--- config.mk ---
export PLATFORM = sky130hd
export DESIGN_NAME = mep_ctrl
export DESIGN_NICKNAME = d
export VERILOG_FILES = /design/src/rtl/mep_pkg.sv /design/src/rtl/mep_ctrl.sv
export SDC_FILE = /design/constraint.sdc
export NUM_CORES = 1
export LEC_CHECK = 0
export BUFFER_PORTS_ARGS = -buffer_cell sky130_fd_sc_hd__buf_2
export CORE_AREA = 3 3 40 42
export DETAILED_ROUTE_END_ITERATION = 8
export DIE_AREA = 0 0 43 45
export GPL_TIMING_DRIVEN = 0
export HOLD_SLACK_MARGIN = 0.15
export PLACE_DENSITY = 0.3
export SLEW_MARGIN = 30
export SYNTH_ARGS = -nofsm -noshare
export SYNTH_HDL_FRONTEND = slang
export SYNTH_SLANG_ARGS = --single-unit
export TNS_END_PERCENT = 50
--- constraint.sdc ---
create_clock -name clk -period 2.15 [get_ports clk]
set_clock_uncertainty 0.05 [all_clocks]
set_input_delay 0.43 -clock clk [delete_from_list [all_inputs] [get_ports clk]]
set_output_delay 0.43 -clock clk [all_outputs]
set_load 0.1 [all_outputs]
--- src/rtl/mep_pkg.sv ---
// Shared types, constants and a saturating helper function for the escape-time pixel block.
`default_nettype none

package mep_pkg;

  localparam int unsigned COORD_W   = 32;
  localparam int unsigned STEP_W    = 31;
  localparam int unsigned INDEX_W   = 12;
  localparam int unsigned ITER_W    = 16;
  localparam int unsigned SHIFT_W   = 8;
  localparam int unsigned PAL_W     = 4;
  localparam int unsigned CFG_IDX_W = 3;
  localparam int unsigned FRAC_BITS = 28;

  // Palette size; kept a power of two so the modulo is a mask.
  localparam int unsigned PALETTE_ENTRIES = 16;

  // Squared magnitude at which a point has escaped: 4.0 in unsigned Q8.28.
  localparam logic [35:0] ESCAPE_LIMIT = 36'(64'd4 << FRAC_BITS);

  // Reset values of the configuration registers.
  localparam logic [COORD_W-1:0] LEFT_RESET  = 32'hE000_0000;
  localparam logic [COORD_W-1:0] TOP_RESET   = 32'h1000_0000;
  localparam logic [STEP_W-1:0]  STEP_RESET  = 31'd262144;
  localparam logic [ITER_W-1:0]  ITER_RESET  = 16'd256;
  localparam logic [SHIFT_W-1:0] SHIFT_RESET = 8'd0;

  typedef enum logic [CFG_IDX_W-1:0] {
    CFG_LEFT_EDGE   = 3'd0,
    CFG_TOP_EDGE    = 3'd1,
    CFG_COLUMN_STEP = 3'd2,
    CFG_ROW_STEP    = 3'd3,
    CFG_MAX_ITER    = 3'd4,
    CFG_PAL_SHIFT   = 3'd5
  } cfg_reg_t;

  typedef enum logic [2:0] {
    ST_IDLE,
    ST_COORD,
    ST_SQUARE,
    ST_UPDATE,
    ST_FINISH
  } state_t;

  typedef struct packed {
    logic capture;
    logic coord;
    logic square;
    logic update;
    logic publish;
  } dp_cmd_t;

  typedef struct packed {
    logic finish;
    logic out_free;
  } dp_status_t;

  // Clamp a 45-bit two's complement value to the signed 32-bit range.
  function automatic logic [COORD_W-1:0] sat32(input logic [44:0] v);
    logic [COORD_W-1:0] r;
    r = v[31:0];
    if (!v[44] && (|v[43:31])) begin
      r = 32'h7FFF_FFFF;
    end else if (v[44] && !(&v[43:31])) begin
      r = 32'h8000_0000;
    end
    return r;
  endfunction

endpackage

`default_nettype wire

--- src/rtl/mep_ctrl.sv ---
// Controller state machine sequencing coordinate setup, iteration and result hand-off.
`default_nettype none

module mep_ctrl (
  input  logic                clk,
  input  logic                rst,
  input  logic                pix_valid,
  output logic                pix_ready,
  input  mep_pkg::dp_status_t status,
  output mep_pkg::dp_cmd_t    cmd
);
  import mep_pkg::*;

  state_t state;
  state_t state_next;

  always_ff @(posedge clk) begin
    if (rst) begin
      state <= ST_IDLE;
    end else begin
      state <= state_next;
    end
  end

  always_comb begin
    state_next = state;
    unique case (state)
      ST_IDLE: begin
        if (pix_valid) state_next = ST_COORD;
      end
      ST_COORD:  state_next = ST_SQUARE;
      ST_SQUARE: state_next = ST_UPDATE;
      ST_UPDATE: begin
        state_next = status.finish ? ST_FINISH : ST_SQUARE;
      end
      ST_FINISH: begin
        if (status.out_free) state_next = ST_IDLE;
      end
      default: state_next = ST_IDLE;
    endcase
  end

  always_comb begin
    cmd       = '0;
    pix_ready = 1'b0;
    unique case (state)
      ST_IDLE: begin
        pix_ready   = 1'b1;
        cmd.capture = pix_valid;
      end
      ST_COORD:  cmd.coord  = 1'b1;
      ST_SQUARE: cmd.square = 1'b1;
      ST_UPDATE: cmd.update = !status.finish;
      ST_FINISH: cmd.publish = status.out_free;
      default: begin
        cmd = '0;
      end
    endcase
  end

endmodule

`default_nettype wire

### Yosys cells after proc, flatten, opt, wreduce, memory -nomap -nowiden

Index checks and enable logic that the tools add are counted.

* eq/ne operators: 6
* mux-type cells: 10
* reduce and logical (&&, ||, !) cells: 3

Operators with widths (number)
* case mux 3 bit (5 select lines): 1
* 2-to-1 mux 3 bit: 3
* == test 3 x 2 -> 1 bit (second input constant): 2
* 2-to-1 mux 1 bit: 6
* != test 2 bit (second input constant): 2
* == test 3 x 1 -> 1 bit (second input constant): 1
* == test 3 bit (second input constant): 1
* logical NOT 3 bit: 1
* AND reduction 2 bit: 1
* logical NOT 1 bit: 1

* bits in registers: 3

### Depth between registers and ports, before layout

Gate-level depths: netlist of the first run.

* depth in word-level cells: 3
* mapped depth: 3

### Worst setup path after synthesis of the first run

No wires, ideal clock.

* path kind: reg-to-output
* start: register state[1]
* end: output port cmd[4] (netlist bit)
* data arrival time: 3.490 ns
* required time: 1.670 ns
* path slack: -1.820 ns
* cell stages (with the launch flop): 4
* cells stage by stage: dfxtp_1 > buf_2 > nor3_1 > and2_1

RTL lines
* start: declaration: RTL line mep_ctrl.sv:14 `state_t state;`
* start signal: assignment: RTL line mep_ctrl.sv:21 `state <= state_next;`
* end: declaration: RTL line mep_ctrl.sv:10 `output mep_pkg::dp_cmd_t cmd`

==> parameters.txt, run 1 <==
Parameter                              Value

Run status
  Result of the run    finished clean

Clocking
  H-tree depth    1
  Cells resized by post-CTS repair    0
  Setup repair bufs after CTS    0
  Clock latency on the worst-skew pair    around 230 ps
  CTS tree    done
  Clock Root Buffer    sky130_fd_sc_hd__clkbuf_4
  Clock transition at the registers of the reported paths    40 ps
  Hold-fix buffer count after cts    0
  Clock sink count    3
  Clock Path Buffers    2
  TritonCTS buffer count    3

Route
  Total wire length    ~450 µm
  Via density    a little under 4
  Number of search-and-repair iterations in the first detailed-routing pass    2
  DRC    0
  Number of DRC markers in iteration 0    1
  Final ANT Viol Nets    0
  Wire length per cell after detailed routing    around 9 µm
  Vias    just under 200

Yosys
  Sequential element share of the synthesized area    34.8%
  Mapped cell area    173 µm²
  Netlist cell types    13
  Number of register bits inferred by synthesis    3
  Synth Net Count    26
  Number of cells produced by synthesis    21
  Synthesized area per cell    8.22 µm²
  Total number of yosys warnings    0

STA
  Share of the cycle needed by the critical path after routing    around 87%
  Final setup violating endpoints    0
  Fmax    between 0.5 and 0.6 GHz
  Unrepaired setup endpoints after global routing    no
  Worst slew margin relative to its limit    approximately 68%
  Worst-Margin Slew    486 ps
  Clock period minus worst slack    around 1900 ps
  Pins over their slew limit    0
  Endpoints failing hold    0
  Worst setup slack after layout    approximately 280 ps

Critical path
  Slowest Stage Delay on Critical Path    roughly 400 ps
  Startpoint type of the worst setup path    flip-flop
  Worst-path cell with the longest stage delay    sky130_fd_sc_hd__buf_2
  Data required time at the worst endpoint    1670 ps
  Startpoint-to-endpoint class of the critical path    flip-flop to output pin
  Most used cell, CP    sky130_fd_sc_hd__buf_2
  Type of destination of the critical path    output pin
  Arrival time of data at the critical path endpoint    1390 ps
  Crit-path max FO    9
  Cells along the critical path    buf_2 > nor3_2 > and2_1 > buf_2

Floorplan
  Row cnt    13
  Die height    between 40 and 50 µm
  CORE AREA    0.00128 mm²
  Total I/O pin count    11
  Floorplan die area    a little under 0.002 mm²
  Effective utilization at floorplan    13.4%
  Horizontal extent of the die    43 µm

Placement
  Pre-CTS WS    494 ps
  IO buf count    10
  Placer Congestion    0.685
  Post-placement cell count    46
  Half-perimeter wire length after placement    350 µm

Power and ir drop
  PnR Total Power    260 µW
  Maximum ir drop on the vdd rail    approximately 0.17 mV
  Pwr/cell area    approximately 940 mW/mm²
  Static leakage power    0.136 nW

Finish
  Number of flip-flops under the largest register name    3
  Number of inserted diodes    0
  Share of post-route cells with drive strength above 1    between 50% and 60%
  Area Overhead vs Synth    60.9%
  Largest reg by FF count    state
  Regs by FF count    state x3
  Non-filler instance count after layout    50
  Final-layout fill cell count    approximately 160
  Net count, final    41

Min path
  Type of the tightest min-delay check    input port to flip-flop

Run
  Count of max-cap constraint violations    0

GRT
  Pin count of the biggest net entering global routing    10
  Wire length of the first global-routing pass    about 800 µm
  Overflow left after global routing    0
  Total global routing track utilization    5.90%
  Vias in the first global route    about 200
  Initial antenna violation count    0
[layout make-up]
type | instances | area (µm²) | share of cell area, %
plain buffers | 3 | 21.3 | 7.66
clock buffers | 4 | 26.3 | 9.46
multi-input cells | 15 | 101 | 36.5
flip-flops and latches | 3 | 60.1 | 21.6
well taps | 15 | 18.8 | 6.76
repair buffers | 10 | 50.0 | 18.0
[final timing paths]
check                           slack (ps)  cells past startpoint  startpoint       end
worst max-delay path                   280                      4    state[1]    cmd[4]
worst min-delay path                   340                      2         rst  state[2]
worst min register to register         490                      2    state[0]  state[0]
worst max register to register         930                      3    state[1]  state[2]
[synthesized netlist by cell type, drive strengths merged]
master  n  share of area [%]
and2    1                3.6
nor2    2                4.3
nor3b   2                8.7
dfxtp   3                 35
or4b    1                5.8
nand2   1                2.2
nor4    2                7.2
and3    2                7.2
a21oi   1                2.9
nand4b  1                5.1
buf     3                 12
nor3    2                5.8
[where the power goes]
group | switching (mW) | internal, mW
logic | 0.0814 | 0.0204
registers | 0.00114 | 0.0596
clock network | 0.0280 | 0.0695
[metrics by stage]
stage / util (%) / area (µm²) / hold WS [ps] / TNS, ps
2_1_floorplan: - / 183 / 449 / -2720
3_3_place_gp: 19.6 / 251 / 489 / 0
3_5_place_dp: 19.6 / 251 / 489 / 0
4_1_cts: 21.6 / 278 / 339 / 0
5_1_grt: 21.6 / 278 / 351 / 0
6_report: 21.6 / 278 / 344 / 0
[routing by layer]
metal / global-route usage [%] / routed length (µm) / vias up
met2: 7.78 / 209 / 8
li1: - / - / 104
met4: 7.23 / 0 / 0
met1: 6.94 / 199 / 84
met5: 0 / 0 / -
met3: 1.59 / 39 / 0
[layout by cell type, fill, tap and decap left out, drive strengths merged]
cell | netlist | routed
a21oi | 1 | 1
and2 | 1 | 1
and3 | 2 | 2
buf | 3 | 13
clkbuf | 0 | 4
dfxtp | 3 | 3
nand2 | 1 | 1
nand4b | 1 | 1
nor2 | 2 | 2
nor3 | 2 | 2
nor3b | 2 | 2
nor4 | 2 | 2
or4b | 1 | 1
[worst max-delay path: cells and delay by family, from the launching register on]
kind,cells,cell delay (ps)
flops,1,290
buf+inv,2,570
simple gates,2,300
[kinds of logic after synthesis]
kind of cell           Yosys count  synth area share [%]
AOI/OAI and AO/OA                1                  2.90
buffers and inverters            3                  12.3
DFF                              3                  34.8
and+or+nand+nor                 14                  50.0
No activity file was read; power rests on OpenSTA's default activity.
==> run 2: changes to the inputs <==
REMOVE_ABC_BUFFERS = 1   (was unset)
TNS_END_PERCENT = unset   (was 50)
==> parameters.txt, run 2 (synthesized netlist as in run 1, its figures left out) <==
Parameter                              Value

GRT
  Met3 Track Usage GR    between 3 and 4%
  Vias in the first global route    between 200 and 250
  Most used routing layer in global routing    met2
  Overflow left after global routing    0
  M1 GR Usage    6.00%
  GR met2 Demand/Resource    roughly 10%
  Wire length of the first global-routing pass    roughly 880 µm
  Total global routing track utilization    around 6.7%
  Pin count of the biggest net entering global routing    10
  Initial antenna violation count    0

Placement
  IO buf count    10
  Pre-CTS WS    roughly 500 ps
  Instance area at placement    about 220 µm²
  Half-perimeter wire length after placement    356 µm
  Post-placement cell count    43
  Placer Congestion    just under 0.7

Critical path
  Arrival time of data at the critical path endpoint    1410 ps
  Startpoint-to-endpoint class of the critical path    flip-flop to output pin
  Type of destination of the critical path    output pin
  Cells along the critical path    nor3_1 > and2_1 > buf_2
  Worst reg2reg setup slack    roughly 930 ps
  Worst-path cell with the longest stage delay    sky130_fd_sc_hd__buf_2
  Startpoint type of the worst setup path    flip-flop
  Kind of cell adding the most delay to the critical path    buffers and inverters
  Combined buffer and inverter count along the critical path    1
  Crit-path max FO    9
  Data required time at the worst endpoint    between 1500 and 2000 ps
  Slowest Stage Delay on Critical Path    around 420 ps

STA
  Clock period minus worst slack    about 1900 ps
  Worst slew margin relative to its limit    67.6%
  Fmax    0.530 GHz
  Final setup violating endpoints    0
  Worst setup slack after layout    262 ps
  Unrepaired setup endpoints after global routing    no
  Share of the cycle needed by the critical path after routing    between 80% and 90%
  Endpoints failing hold    0
  Pins over their slew limit    0
  Worst-Margin Slew    489 ps

Route
  Total wire length    a little over 500 µm
  Number of search-and-repair iterations in the first detailed-routing pass    2
  Number of DRC markers in iteration 0    2
  Final ANT Viol Nets    0
  Vias    between 150 and 200
  Wire length per cell after detailed routing    10.8 µm
  Via density    4.13
  DRC    0

Clocking
  Cells resized by post-CTS repair    0
  Clock latency on the worst-skew pair    around 240 ps
  Clock Path Buffers    2
  H-tree depth    1
  TritonCTS buffer count    3
  Clock transition at the registers of the reported paths    40 ps
  Clock Root Buffer    sky130_fd_sc_hd__clkbuf_4
  Hold-fix buffer count after cts    0
  Setup repair bufs after CTS    0
  CTS tree    done
  Clock sink count    3

Finish
  Net count, final    38
  Most used cells in the layout excluding fill and tap cells    sky130_fd_sc_hd__buf_2 (10), sky130_fd_sc_hd__clkbuf_4 (3), sky130_fd_sc_hd__dfxtp_1 (3)
  Non-filler instance count after layout    between 40 and 50
  Core Util, Final    a little under a fifth
  Most common library cell in the layout ignoring fill and taps    sky130_fd_sc_hd__buf_2
  Number of inserted diodes    0
  Largest reg by FF count    state
  Regs by FF count    state x3
  Share of post-route cells with drive strength above 1    about two fifths
  Final-layout fill cell count    156
  Area Overhead vs Synth    42.8%
  Number of flip-flops under the largest register name    3
  Final Instance Area    roughly 250 µm²

Floorplan
  Row cnt    13
  Floorplan die area    0.00194 mm²
  Horizontal extent of the die    43 µm
  CORE AREA    roughly 0.0013 mm²
  Die height    about 45 µm
  Effective utilization at floorplan    roughly 13%
  Total I/O pin count    11

Run status
  Result of the run    finished clean

Power and ir drop
  Maximum ir drop on the vdd rail    around 0.27 mV
  Static leakage power    0.115 nW
  Pwr/cell area    between 1000 and 1500 mW/mm²
  PnR Total Power    around 260 µW

Run
  Count of max-cap constraint violations    0

Min path
  Type of the tightest min-delay check    input port to flip-flop
## run 2: changes by cell type in the layout (fill, tap and decap cells not counted), sizes merged
cell,delta
buf,-3
## run 2: worst register-to-register path, delay by kind of cell, from the launching register on
family | cells | cell delay [ps]
AND/OR/NAND/NOR | 1 | 480
AO/OA/AOI/OAI | 1 | 160
flip-flops | 1 | 460
## run 2: layer usage
layer	vias up	wire, µm
met3	0	29
met2	6	262
li1	97	-
met5	-	0
met4	0	0
met1	91	214
## run 2: final timing paths
path | startpoint | to | cells past startpoint
hold reg to reg | state[2] | state[1] | 1
setup / recovery | state[0] | cmd[4] | 3
setup reg to reg | state[2] | state[2] | 2
hold / removal | rst | state[1] | 2
## run 2: area by class of cell
cell class | instances | area, µm² | area share, %
multi-input cells | 15 | 91.3 | 37.1
flip-flops and latches | 3 | 60.1 | 24.4
repair buffers | 10 | 50.0 | 20.3
clock buffers | 4 | 26.3 | 10.7
well taps | 15 | 18.8 | 7.61
## run 2: per-stage QoR
stage	setup TNS, ps	hold WS (ps)
2_1_floorplan	-5350	449
3_3_place_gp	0	538
3_5_place_dp	0	550
4_1_cts	0	336
5_1_grt	0	346
6_report	0	340
## run 2: where the power goes
part / switching [mW] / internal (mW) / total, mW
clock network: 0.0323 / 0.0697 / 0.102
registers: 0.00779 / 0.0597 / 0.0674
logic: 0.0732 / 0.0147 / 0.0880
